$ cat config.mk
export PLATFORM = sky130hd
export DESIGN_NAME = bitmap_frame_allocator_unit
export DESIGN_NICKNAME = d
export VERILOG_FILES = /design/src/hdl/bfa_pkg.sv /design/src/hdl/bfa_bitmap_ram.sv /design/src/hdl/bfa_word_unit.sv /design/src/hdl/bitmap_frame_allocator_unit.sv
export SDC_FILE = /design/constraint.sdc
export NUM_CORES = 2
export LEC_CHECK = 0
export BUFFER_PORTS_ARGS = -buffer_cell sky130_fd_sc_hd__clkbuf_2
export CAP_MARGIN = 40
export CORE_MARGIN = 2
export CORE_UTILIZATION = 57
export DETAILED_ROUTE_END_ITERATION = 10
export PLACE_DENSITY_LB_ADDON = 0.08
export SYNTH_ARGS = -nofsm -noshare
export SYNTH_HDL_FRONTEND = slang
export SYNTH_SLANG_ARGS = --single-unit
$ cat constraint.sdc
create_clock -name clk -period 11.73 [get_ports clk]
set_input_delay 1.173 -clock clk [delete_from_list [all_inputs] [get_ports clk]]
set_output_delay 1.173 -clock clk [all_outputs]
set_load 0.02 [all_outputs]
$ cat src/hdl/bfa_pkg.sv
`default_nettype none
// ---------------------------------------------------------------------------
// bfa_pkg
// Shared types, codes and sizes for the bitmap frame allocator.
// ---------------------------------------------------------------------------
package bfa_pkg;

  // default sizing
  localparam int MAX_FRAMES_DEF = 4096;
  localparam int PAGE_SHIFT_DEF = 12;
  localparam int WORD_BITS_DEF  = 64;

  // fixed field widths
  localparam int REQ_W    = 2;
  localparam int IDX_W    = 12;
  localparam int BYTE_W   = 48;
  localparam int STATUS_W = 3;
  localparam int ADDR_W   = 24;
  localparam int LIMIT_W  = 13;

  // frame positions inside the sequencer: limit width plus one bit of overrun
  localparam int FRAME_W = LIMIT_W + 1;

  // request codes
  localparam logic [REQ_W-1:0] REQ_ALLOC = 2'd0;
  localparam logic [REQ_W-1:0] REQ_FREE  = 2'd1;
  localparam logic [REQ_W-1:0] REQ_MARK  = 2'd2;

  // status codes
  localparam logic [STATUS_W-1:0] ST_OK        = 3'd0;
  localparam logic [STATUS_W-1:0] ST_RANGE     = 3'd1;
  localparam logic [STATUS_W-1:0] ST_FREE_ALRD = 3'd2;
  localparam logic [STATUS_W-1:0] ST_ZERO_LEN  = 3'd3;
  localparam logic [STATUS_W-1:0] ST_NO_FRAME  = 3'd4;

  // word unit operations
  localparam logic [1:0] OP_FIND = 2'd0;
  localparam logic [1:0] OP_SET  = 2'd1;
  localparam logic [1:0] OP_CLR  = 2'd2;

  typedef struct packed {
    logic [REQ_W-1:0]  req_type;
    logic [IDX_W-1:0]  frame_index;
    logic [BYTE_W-1:0] range_base;
    logic [BYTE_W-1:0] range_length;
    logic              mark_used;
  } req_t;

  typedef struct packed {
    logic [STATUS_W-1:0] status;
    logic [ADDR_W-1:0]   page_address;
    logic [LIMIT_W-1:0]  used_count;
  } rsp_t;

  // control from sequencer to word unit
  typedef struct packed {
    logic [1:0]         op;
    logic [FRAME_W-1:0] wbase;
    logic [FRAME_W-1:0] lo;
    logic [FRAME_W-1:0] hi;
  } word_ctl_t;

endpackage
`default_nettype wire

$ cat src/hdl/bfa_bitmap_ram.sv
`default_nettype none
// ---------------------------------------------------------------------------
// bfa_bitmap_ram
// Bitmap storage: one write port, one read port with registered data.
// ---------------------------------------------------------------------------
module bfa_bitmap_ram #(
  parameter int DEPTH = 64,
  parameter int WIDTH = 64,
  parameter int AW    = 6
) (
  input  wire logic             clk,
  input  wire logic             we,
  input  wire logic [AW-1:0]    waddr,
  input  wire logic [WIDTH-1:0] wdata,
  input  wire logic             re,
  input  wire logic [AW-1:0]    raddr,
  output logic      [WIDTH-1:0] rdata
);

  logic [WIDTH-1:0] mem [DEPTH];

  always_ff @(posedge clk) begin
    if (we) begin
      mem[waddr] <= wdata;
    end
  end

  always_ff @(posedge clk) begin
    if (re) begin
      rdata <= mem[raddr];
    end
  end

endmodule
`default_nettype wire

$ cat src/hdl/bfa_word_unit.sv
`default_nettype none
// ---------------------------------------------------------------------------
// bfa_word_unit
// Shared per-word unit: range mask, first-free search, set/clear, popcount of changed bits.
// ---------------------------------------------------------------------------
module bfa_word_unit #(
  parameter int WORD_BITS = 64,
  parameter int BIT_W     = 6,
  parameter int POP_W     = 7
) (
  input  wire logic                  [WORD_BITS-1:0] data,
  input  wire bfa_pkg::word_ctl_t                    ctl,
  output logic                       [WORD_BITS-1:0] new_word,
  output logic                                       hit,
  output logic                       [BIT_W-1:0]     hit_bit,
  output logic                       [POP_W-1:0]     pop
);

  logic [bfa_pkg::FRAME_W-1:0] lo_rel;
  logic [bfa_pkg::FRAME_W-1:0] hi_rel;
  logic [WORD_BITS-1:0]        mask;
  logic [WORD_BITS-1:0]        free_bits;
  logic [WORD_BITS-1:0]        pick;
  logic [WORD_BITS-1:0]        diff;

  // range bounds relative to this word's first frame
  assign lo_rel = (ctl.lo > ctl.wbase) ? ctl.lo - ctl.wbase : '0;
  assign hi_rel = (ctl.hi > ctl.wbase) ? ctl.hi - ctl.wbase : '0;

  always_comb begin
    for (int b = 0; b < WORD_BITS; b++) begin
      mask[b] = (bfa_pkg::FRAME_W'(b) >= lo_rel) && (bfa_pkg::FRAME_W'(b) < hi_rel);
    end
  end

  assign free_bits = ~data & mask;

  // lowest free bit
  always_comb begin
    hit_bit = '0;
    pick    = '0;
    for (int b = WORD_BITS - 1; b >= 0; b--) begin
      if (free_bits[b]) begin
        hit_bit = BIT_W'(b);
        pick    = WORD_BITS'(1) << b;
      end
    end
  end

  assign hit = |free_bits;

  always_comb begin
    case (ctl.op)
      bfa_pkg::OP_FIND: new_word = data | pick;
      bfa_pkg::OP_SET:  new_word = data | mask;
      bfa_pkg::OP_CLR:  new_word = data & ~mask;
      default:          new_word = data;
    endcase
  end

  assign diff = new_word ^ data;

  always_comb begin
    pop = '0;
    for (int b = 0; b < WORD_BITS; b++) begin
      pop = pop + POP_W'(diff[b]);
    end
  end

endmodule
`default_nettype wire

$ cat src/hdl/bitmap_frame_allocator_unit.sv
`default_nettype none
// ---------------------------------------------------------------------------
// bitmap_frame_allocator_unit
// First-fit page frame allocator over a used/free bitmap.
// ---------------------------------------------------------------------------
// One bit per frame is kept in a single-port-write, registered-read RAM of
// NWORDS = ceil(MAX_FRAMES / WORD_BITS) words, and a sequencer walks it a
// word at a time through one shared word unit. After reset the block runs a
// clearing pass over all NWORDS words (64 at the defaults) with req_ready
// low; cfg writes are taken throughout. Per request: allocate examines words
// in order until a free frame below the limit turns up or none is left;
// free skips the words below frame_index / WORD_BITS, then reads and
// modifies that word, or answers without a walk when out of range; mark
// does range setup, skips the words before the first frame and touches each
// word in range, or stops after setup when the range starts past the limit.
// Zero length and unknown requests answer without a walk. The word walk does
// one RAM read and one read-modify-write per word examined. The result sits
// in an output register, so the next word is accepted while a result waits;
// a finished request stalls only if the previous result has still not been
// taken. used_count is the count after the request. frame_limit values above
// MAX_FRAMES act as MAX_FRAMES; bits above a lowered limit keep counting but
// are unreachable.
// ---------------------------------------------------------------------------
module bitmap_frame_allocator_unit #(
  parameter int MAX_FRAMES = bfa_pkg::MAX_FRAMES_DEF,
  parameter int PAGE_SHIFT = bfa_pkg::PAGE_SHIFT_DEF,
  parameter int WORD_BITS  = bfa_pkg::WORD_BITS_DEF
) (
  input  wire logic                           clk,
  input  wire logic                           rst,
  input  wire logic                           req_valid,
  output logic                                req_ready,
  input  wire bfa_pkg::req_t                  req,
  output logic                                rsp_valid,
  input  wire logic                           rsp_ready,
  output bfa_pkg::rsp_t                       rsp,
  input  wire logic                           cfg_we,
  input  wire logic [bfa_pkg::LIMIT_W-1:0]    cfg_wdata
);

  localparam int NWORDS    = (MAX_FRAMES + WORD_BITS - 1) / WORD_BITS;
  localparam int WA_W      = (NWORDS > 1) ? $clog2(NWORDS) : 1;
  localparam int BIT_W     = $clog2(WORD_BITS);
  localparam int POP_W     = $clog2(WORD_BITS + 1);
  localparam int FW        = bfa_pkg::FRAME_W;
  localparam int LW        = bfa_pkg::LIMIT_W;
  localparam int BW        = bfa_pkg::BYTE_W;
  localparam int SUM_W     = BW + 1;
  localparam int AFULL_W   = FW + PAGE_SHIFT;
  localparam int AEXT_W    = (AFULL_W > bfa_pkg::ADDR_W) ? AFULL_W : bfa_pkg::ADDR_W;
  localparam int LIM_CAP_I = (MAX_FRAMES > 8191) ? 8191 : MAX_FRAMES;
  localparam logic [LW-1:0] LIM_CAP = LIM_CAP_I[LW-1:0];
  localparam logic [WA_W-1:0] LAST_WORD = WA_W'(NWORDS - 1);
  localparam logic [FW:0]     WSTEP     = (FW + 1)'(WORD_BITS);

  // sequencer states
  localparam logic [2:0] S_CLEAR = 3'd0;
  localparam logic [2:0] S_IDLE  = 3'd1;
  localparam logic [2:0] S_PREP  = 3'd2;
  localparam logic [2:0] S_PREP2 = 3'd3;
  localparam logic [2:0] S_SEEK  = 3'd4;
  localparam logic [2:0] S_MOD   = 3'd5;
  localparam logic [2:0] S_DONE  = 3'd6;

  logic [2:0]    state;
  logic [LW-1:0] frame_limit;
  logic [LW-1:0] lim;
  logic [LW-1:0] used;

  // request context
  logic [bfa_pkg::REQ_W-1:0]    rtype;
  logic [1:0]                   op;
  logic [BW-1:0]                base;
  logic [BW-1:0]                len;
  logic [SUM_W-1:0]             end_sum;
  logic                         first_gt;
  logic [FW-1:0]                first;
  logic [FW-1:0]                last;
  logic [bfa_pkg::STATUS_W-1:0] status_r;
  logic [bfa_pkg::ADDR_W-1:0]   addr_r;

  // word walk
  logic [WA_W-1:0] w;
  logic [FW-1:0]   wbase;
  logic            seek_end;
  logic            seek_skip;

  // ram and word unit
  logic                 ram_we;
  logic                 ram_re;
  logic [WORD_BITS-1:0] ram_wdata;
  logic [WORD_BITS-1:0] ram_rdata;
  bfa_pkg::word_ctl_t   ctl;
  logic [WORD_BITS-1:0] new_word;
  logic                 hit;
  logic [BIT_W-1:0]     hit_bit;
  logic [POP_W-1:0]     pop;

  // mark range setup
  logic [BW-1:0]    first_full;
  logic [SUM_W-1:0] last_full;
  logic [FW-1:0]    hit_frame;
  logic [AEXT_W-1:0] addr_full;

  assign lim = (frame_limit > LIM_CAP) ? LIM_CAP : frame_limit;

  assign req_ready = (state == S_IDLE);

  // word starts at or past the range end, or word lies wholly below range
  assign seek_end  = (wbase >= last);
  assign seek_skip = ({1'b0, wbase} + WSTEP) <= {1'b0, first};

  assign first_full = req.range_base >> PAGE_SHIFT;
  assign last_full  = (end_sum >> PAGE_SHIFT) + SUM_W'(|end_sum[PAGE_SHIFT-1:0]);

  assign hit_frame = wbase + FW'(hit_bit);
  assign addr_full = AEXT_W'(hit_frame) << PAGE_SHIFT;

  assign ctl.op    = op;
  assign ctl.wbase = wbase;
  assign ctl.lo    = first;
  assign ctl.hi    = last;

  assign ram_we    = (state == S_CLEAR) || (state == S_MOD);
  assign ram_wdata = (state == S_CLEAR) ? '0 : new_word;
  assign ram_re    = (state == S_SEEK) && !seek_end && !seek_skip;

  bfa_bitmap_ram #(
    .DEPTH (NWORDS),
    .WIDTH (WORD_BITS),
    .AW    (WA_W)
  ) u_ram (
    .clk   (clk),
    .we    (ram_we),
    .waddr (w),
    .wdata (ram_wdata),
    .re    (ram_re),
    .raddr (w),
    .rdata (ram_rdata)
  );

  bfa_word_unit #(
    .WORD_BITS (WORD_BITS),
    .BIT_W     (BIT_W),
    .POP_W     (POP_W)
  ) u_word (
    .data     (ram_rdata),
    .ctl      (ctl),
    .new_word (new_word),
    .hit      (hit),
    .hit_bit  (hit_bit),
    .pop      (pop)
  );

  // config register, written any time
  always_ff @(posedge clk) begin
    if (rst) begin
      frame_limit <= '0;
    end else if (cfg_we) begin
      frame_limit <= cfg_wdata;
    end
  end

  // sequencer
  always_ff @(posedge clk) begin
    if (rst) begin
      state     <= S_CLEAR;
      w         <= '0;
      used      <= '0;
      rsp_valid <= 1'b0;
    end else begin
      // output register: load on a finished request, drop once taken
      if ((state == S_DONE) && (!rsp_valid || rsp_ready)) begin
        rsp_valid <= 1'b1;
      end else if (rsp_valid && rsp_ready) begin
        rsp_valid <= 1'b0;
      end
      case (state)
        S_CLEAR: begin
          // zero one bitmap word per cycle
          w <= w + 1'b1;
          if (w == LAST_WORD) begin
            state <= S_IDLE;
          end
        end
        S_IDLE: begin
          if (req_valid) begin
            rtype    <= req.req_type;
            base     <= req.range_base;
            len      <= req.range_length;
            addr_r   <= '0;
            w        <= '0;
            wbase    <= '0;
            first_gt <= first_full > BW'(lim);
            case (req.req_type)
              bfa_pkg::REQ_ALLOC: begin
                op       <= bfa_pkg::OP_FIND;
                first    <= '0;
                last     <= FW'(lim);
                status_r <= bfa_pkg::ST_NO_FRAME;
                state    <= S_SEEK;
              end
              bfa_pkg::REQ_FREE: begin
                op    <= bfa_pkg::OP_CLR;
                first <= FW'(req.frame_index);
                last  <= FW'(req.frame_index) + 1'b1;
                if (LW'(req.frame_index) >= lim) begin
                  status_r <= bfa_pkg::ST_RANGE;
                  state    <= S_DONE;
                end else begin
                  status_r <= bfa_pkg::ST_OK;
                  state    <= S_SEEK;
                end
              end
              bfa_pkg::REQ_MARK: begin
                op <= req.mark_used ? bfa_pkg::OP_SET : bfa_pkg::OP_CLR;
                if (req.range_length == '0) begin
                  status_r <= bfa_pkg::ST_ZERO_LEN;
                  state    <= S_DONE;
                end else begin
                  status_r <= bfa_pkg::ST_OK;
                  state    <= S_PREP;
                end
              end
              default: begin
                status_r <= bfa_pkg::ST_OK;
                state    <= S_DONE;
              end
            endcase
          end
        end
        S_PREP: begin
          end_sum <= {1'b0, base} + {1'b0, len};
          state   <= S_PREP2;
        end
        S_PREP2: begin
          // first frame is known to be at or below the limit past this point
          first <= FW'(base >> PAGE_SHIFT);
          if (last_full > SUM_W'(lim)) begin
            last <= FW'(lim);
          end else begin
            last <= last_full[FW-1:0];
          end
          if (first_gt) begin
            status_r <= bfa_pkg::ST_NO_FRAME;
            state    <= S_DONE;
          end else begin
            state <= S_SEEK;
          end
        end
        S_SEEK: begin
          if (seek_end) begin
            state <= S_DONE;
          end else if (seek_skip) begin
            w     <= w + 1'b1;
            wbase <= wbase + FW'(WORD_BITS);
          end else begin
            state <= S_MOD;
          end
        end
        S_MOD: begin
          if (op == bfa_pkg::OP_CLR) begin
            used <= used - LW'(pop);
          end else begin
            used <= used + LW'(pop);
          end
          if (rtype == bfa_pkg::REQ_FREE) begin
            status_r <= (pop != '0) ? bfa_pkg::ST_OK : bfa_pkg::ST_FREE_ALRD;
            state    <= S_DONE;
          end else if ((op == bfa_pkg::OP_FIND) && hit) begin
            status_r <= bfa_pkg::ST_OK;
            addr_r   <= addr_full[bfa_pkg::ADDR_W-1:0];
            state    <= S_DONE;
          end else begin
            w     <= w + 1'b1;
            wbase <= wbase + FW'(WORD_BITS);
            state <= S_SEEK;
          end
        end
        S_DONE: begin
          // hold until the output register is free
          if (!rsp_valid || rsp_ready) begin
            rsp.status       <= status_r;
            rsp.page_address <= addr_r;
            rsp.used_count   <= used;
            state            <= S_IDLE;
          end
        end
        default: begin
          state <= S_IDLE;
        end
      endcase
    end
  end

endmodule
`default_nettype wire

==> out/results.tsv <==
metric	value	unit
min Tclk post-route	12.36	ns
worst path required time	12.59	ns
H-tree depth	5	
PortBufs	158	
RSZ-0062 raised after global routing	true	
Worst-Skew Late Latency	1.03	ns
Yosys reg bits	4425	
synth unique cells	103	
post-synthesis area per instance	16.64	um^2
Via density	7.205	
WL final	618200	um
Top Ports	171	
Hold Path Cell Cnt	1	
nets	11641	
layout cells sized above 1	18.24	%
final hold violation count	0	
nature of the critical path endpoint	flop	
path type of the worst min-delay path	input port to flop	
number of CTS-inserted buffers	429	
final core area utilization	66.81	%
maximum buffer depth of the clock tree	4	
Die W	553.2	um
Residual DRC	0	
Least-Margin Pin Slew	1.019	ns
Critical Path AT	13.22	ns
Internal	0.02508	W
Initial Util	57.31	%
post-route cell area	200500	um^2
Post-synth EDFFs	4389	
DRT iter0 DRCs	18337	
DPL Wire Length	362400	um
Clock power frac	42.5	%
max cap viols	0	
hold path startpoint	req[58]	
Final GP Congestion	0.9533	
clk sinks	4425	
violated checks	negative setup slack	
final hold slack	0.3955	ns
GRT Total Usage	39.53	%
total grt overflow	0	
CP startpoint kind	flop	
Slew Viols, Final	0	
Hold Path End	base[9]	
fin crit share	105.3	%
status	finished, violations left	
r2r worst-path depth	50	
routed len/inst	39.56	um
yosys warns	0	
first-pass GRT wire length	843900	um
net switching power	0.006836	W
sequential area share after synthesis	77.07	%
CP most frequent cell	fa_1	
critical path class	flop to flop	
root buf cell	clkbuf_16	
Clk pin slew, worst setup/hold paths	0.06	ns
crit path max fanout	8	
Slew headroom	32.10	%
Final Skew	0.1047	ns
maximum VDD drop	0.1613	mV
PD cells	159.2	nW/um^2
async set-or-reset flop fraction in the synthesized netlist	0	%
DP Area	185400	um^2
Critical Path Max Stage Delay	0.59	ns
Std-Cell Rows	201	
Gate power share	3.5	%
antenna-violating nets left	0	
achievable frequency	80.93	MHz
post-synth top area share	76.65	%
final setup fails	7	
Cells after Synth	10333	
final setup margin	-0.6265	ns
Core ar.	300000	um^2
CTS tree	yes	
Worst R2R Setup Slack	-0.63	ns
drt first pass iters	6	
number of global-route vias before repair	105893	
largest net degree at the start of global routing	120	
Area Overhead vs Synth	16.59	%
chip height	553.2	um
RR Startpoint	wbase[9]	
post-synthesis cell area	171900	um^2
initial antenna violation count	27	
Sw Share	21.42	%
Slowest-stage cell, CP	fa_1	
sequential share of power	54.0	%
Fill cells	20129	
die area	306100	um^2
Reg-to-Reg End	used[12]	
via count	112601	
Main synth FF type	edfxtp_1	
area leader, netlist	edfxtp_1	
total negative slack	-1.986	ns
worst slack at placement	-1.104	ns
leakage	68.25	nW
Area contributors post-synth	edfxtp_1 (77%), a22oi_1 (5.5%), a221oi_1 (2.1%)	
-- kinds of logic (layout without fill, tap and decap cells) --
kind of cell,after synthesis,count (layout),synth area share (%)
xor+xnor,92,92,0.4686
flops,4425,4425,77.07
fa+ha+maj,204,204,1.729
compound gates,3423,3423,14.70
simple gates,1330,1330,3.930
buf+inv,819,2132,1.869
mux,39,39,0.2285
other cells,1,25,0.002181
-- repair_timing --
item	in CTS	in global routing
cloned	1	0
setup endpoints to repair	9	10
gates resized for setup	83	87
pin swaps	35	74
hold buffers	0	0
setup buffers	38	27
-- flip-flops by register name (all words and copies together), names as in the netlist --
| register | cells |
|---|---|
| used | 13 |
| addr_r | 12 |
| len | 48 |
| wbase | 8 |
| first | 14 |
| frame_limit | 13 |
| rtype | 2 |
| rsp | 28 |
| status_r | 3 |
| u_ram.mem | 4096 |
| end_sum | 49 |
| rsp_valid | 1 |
| u_ram.rdata | 64 |
| last | 14 |
| base | 48 |
| op | 2 |
| first_gt | 1 |
| state | 3 |
| w | 6 |
-- Yosys cell counts, types with 24 or more instances --
master and n:
or3_1 28, buf_4 24, dfxtp_1 36, a21oi_1 327, o21ai_0 173, nand3_1 131, nand2_1 280, ha_1 148
a31oi_1 433, nand4_1 146, xor2_1 32, edfxtp_1 4389, nor4_1 116, a22o_1 404, fa_1 56, a211oi_1 71
a2111oi_0 36, nor3_1 116, clkbuf_1 529, nand2b_1 34, and2_1 28, inv_1 151, xnor2_1 60, o21a_1 31
a221oi_1 412, buf_1 98, o31ai_1 33, nor2_1 291, nor2b_1 28, a22oi_1 1251, a21o_1 62, and3_1 30
mux2i_1 37
-- final cells by class --
class / count / area (um^2) / share of cell area (%)
diodes: 12 / 30.03 / 0.01498
clock buffers: 517 / 11070 / 5.520
clock inverters: 264 / 2694 / 1.344
inverters: 153 / 574.3 / 0.2865
multi-input cells: 5101 / 38240 / 19.07
flip-flops and latches: 4425 / 132500 / 66.11
well taps: 3958 / 4952 / 2.470
repair buffers: 1198 / 10390 / 5.183
-- metrics by stage --
| step | instances | power [W] |
|---|---|---|
| after floorplan | 10345 | 0.01813 |
| after global placement | 14682 | 0.01863 |
| after detailed placement | 14772 | 0.01865 |
| after CTS | 15592 | 0.03191 |
| after global routing | 15617 | 0.03256 |
| final | 15628 | 0.03191 |
-- worst max path at each step --
stage,startpoint,endpoint,cells past startpoint
after floorplan,wbase[8],used[12],45
after global placement,wbase[11],used[12],46
after detailed placement,wbase[9],used[12],46
after CTS,wbase[9],used[12],44
after global routing,wbase[6],used[12],48
final,wbase[9],used[12],50
-- power groups by stage --
| stage | sequential (W) | clock (W) | combinational, W |
|---|---|---|---|
| after floorplan | 0.0176 | 0 | 0.000568 |
| after global placement | 0.0176 | 0 | 0.00107 |
| after detailed placement | 0.0176 | 0 | 0.00108 |
| after CTS | 0.0172 | 0.0136 | 0.00109 |
| after global routing | 0.0172 | 0.0142 | 0.00115 |
| final | 0.0172 | 0.0136 | 0.00113 |
-- per-layer routing --
layer,GRT usage (%),share of wire [%],vias to the layer above
met2,60.22,45,9100
met1,53.49,35,56666
met4,20.80,6.4,22
met5,0,0.027,-
met3,9.140,13,1750
li1,-,-,45063
-- critical path, delay by kind of cell (launching register included) --
family                   cells  cell delay (ns)
flip-flops                   1             0.37
adder cells (fa/ha/maj)     13             5.99
XOR/XNOR                     1             0.17
buffers and inverters       11             1.14
AND/OR/NAND/NOR             12             2.52
AO/OA/AOI/OAI               13             2.12
-- cell usage in the layout (no fill, tap or decap), types with 163 or more instances in the layout --
| master | n |
|---|---|
| a21oi_1 | 304 |
| a221oi_1 | 405 |
| a22o_1 | 404 |
| a22oi_1 | 1251 |
| a31oi_1 | 431 |
| buf_4 | 909 |
| clkbuf_16 | 429 |
| edfxtp_1 | 4389 |
| nand2_1 | 276 |
| nor2_1 | 213 |
| o21ai_0 | 163 |
Note: power is estimated with default switching activity, not from simulation.
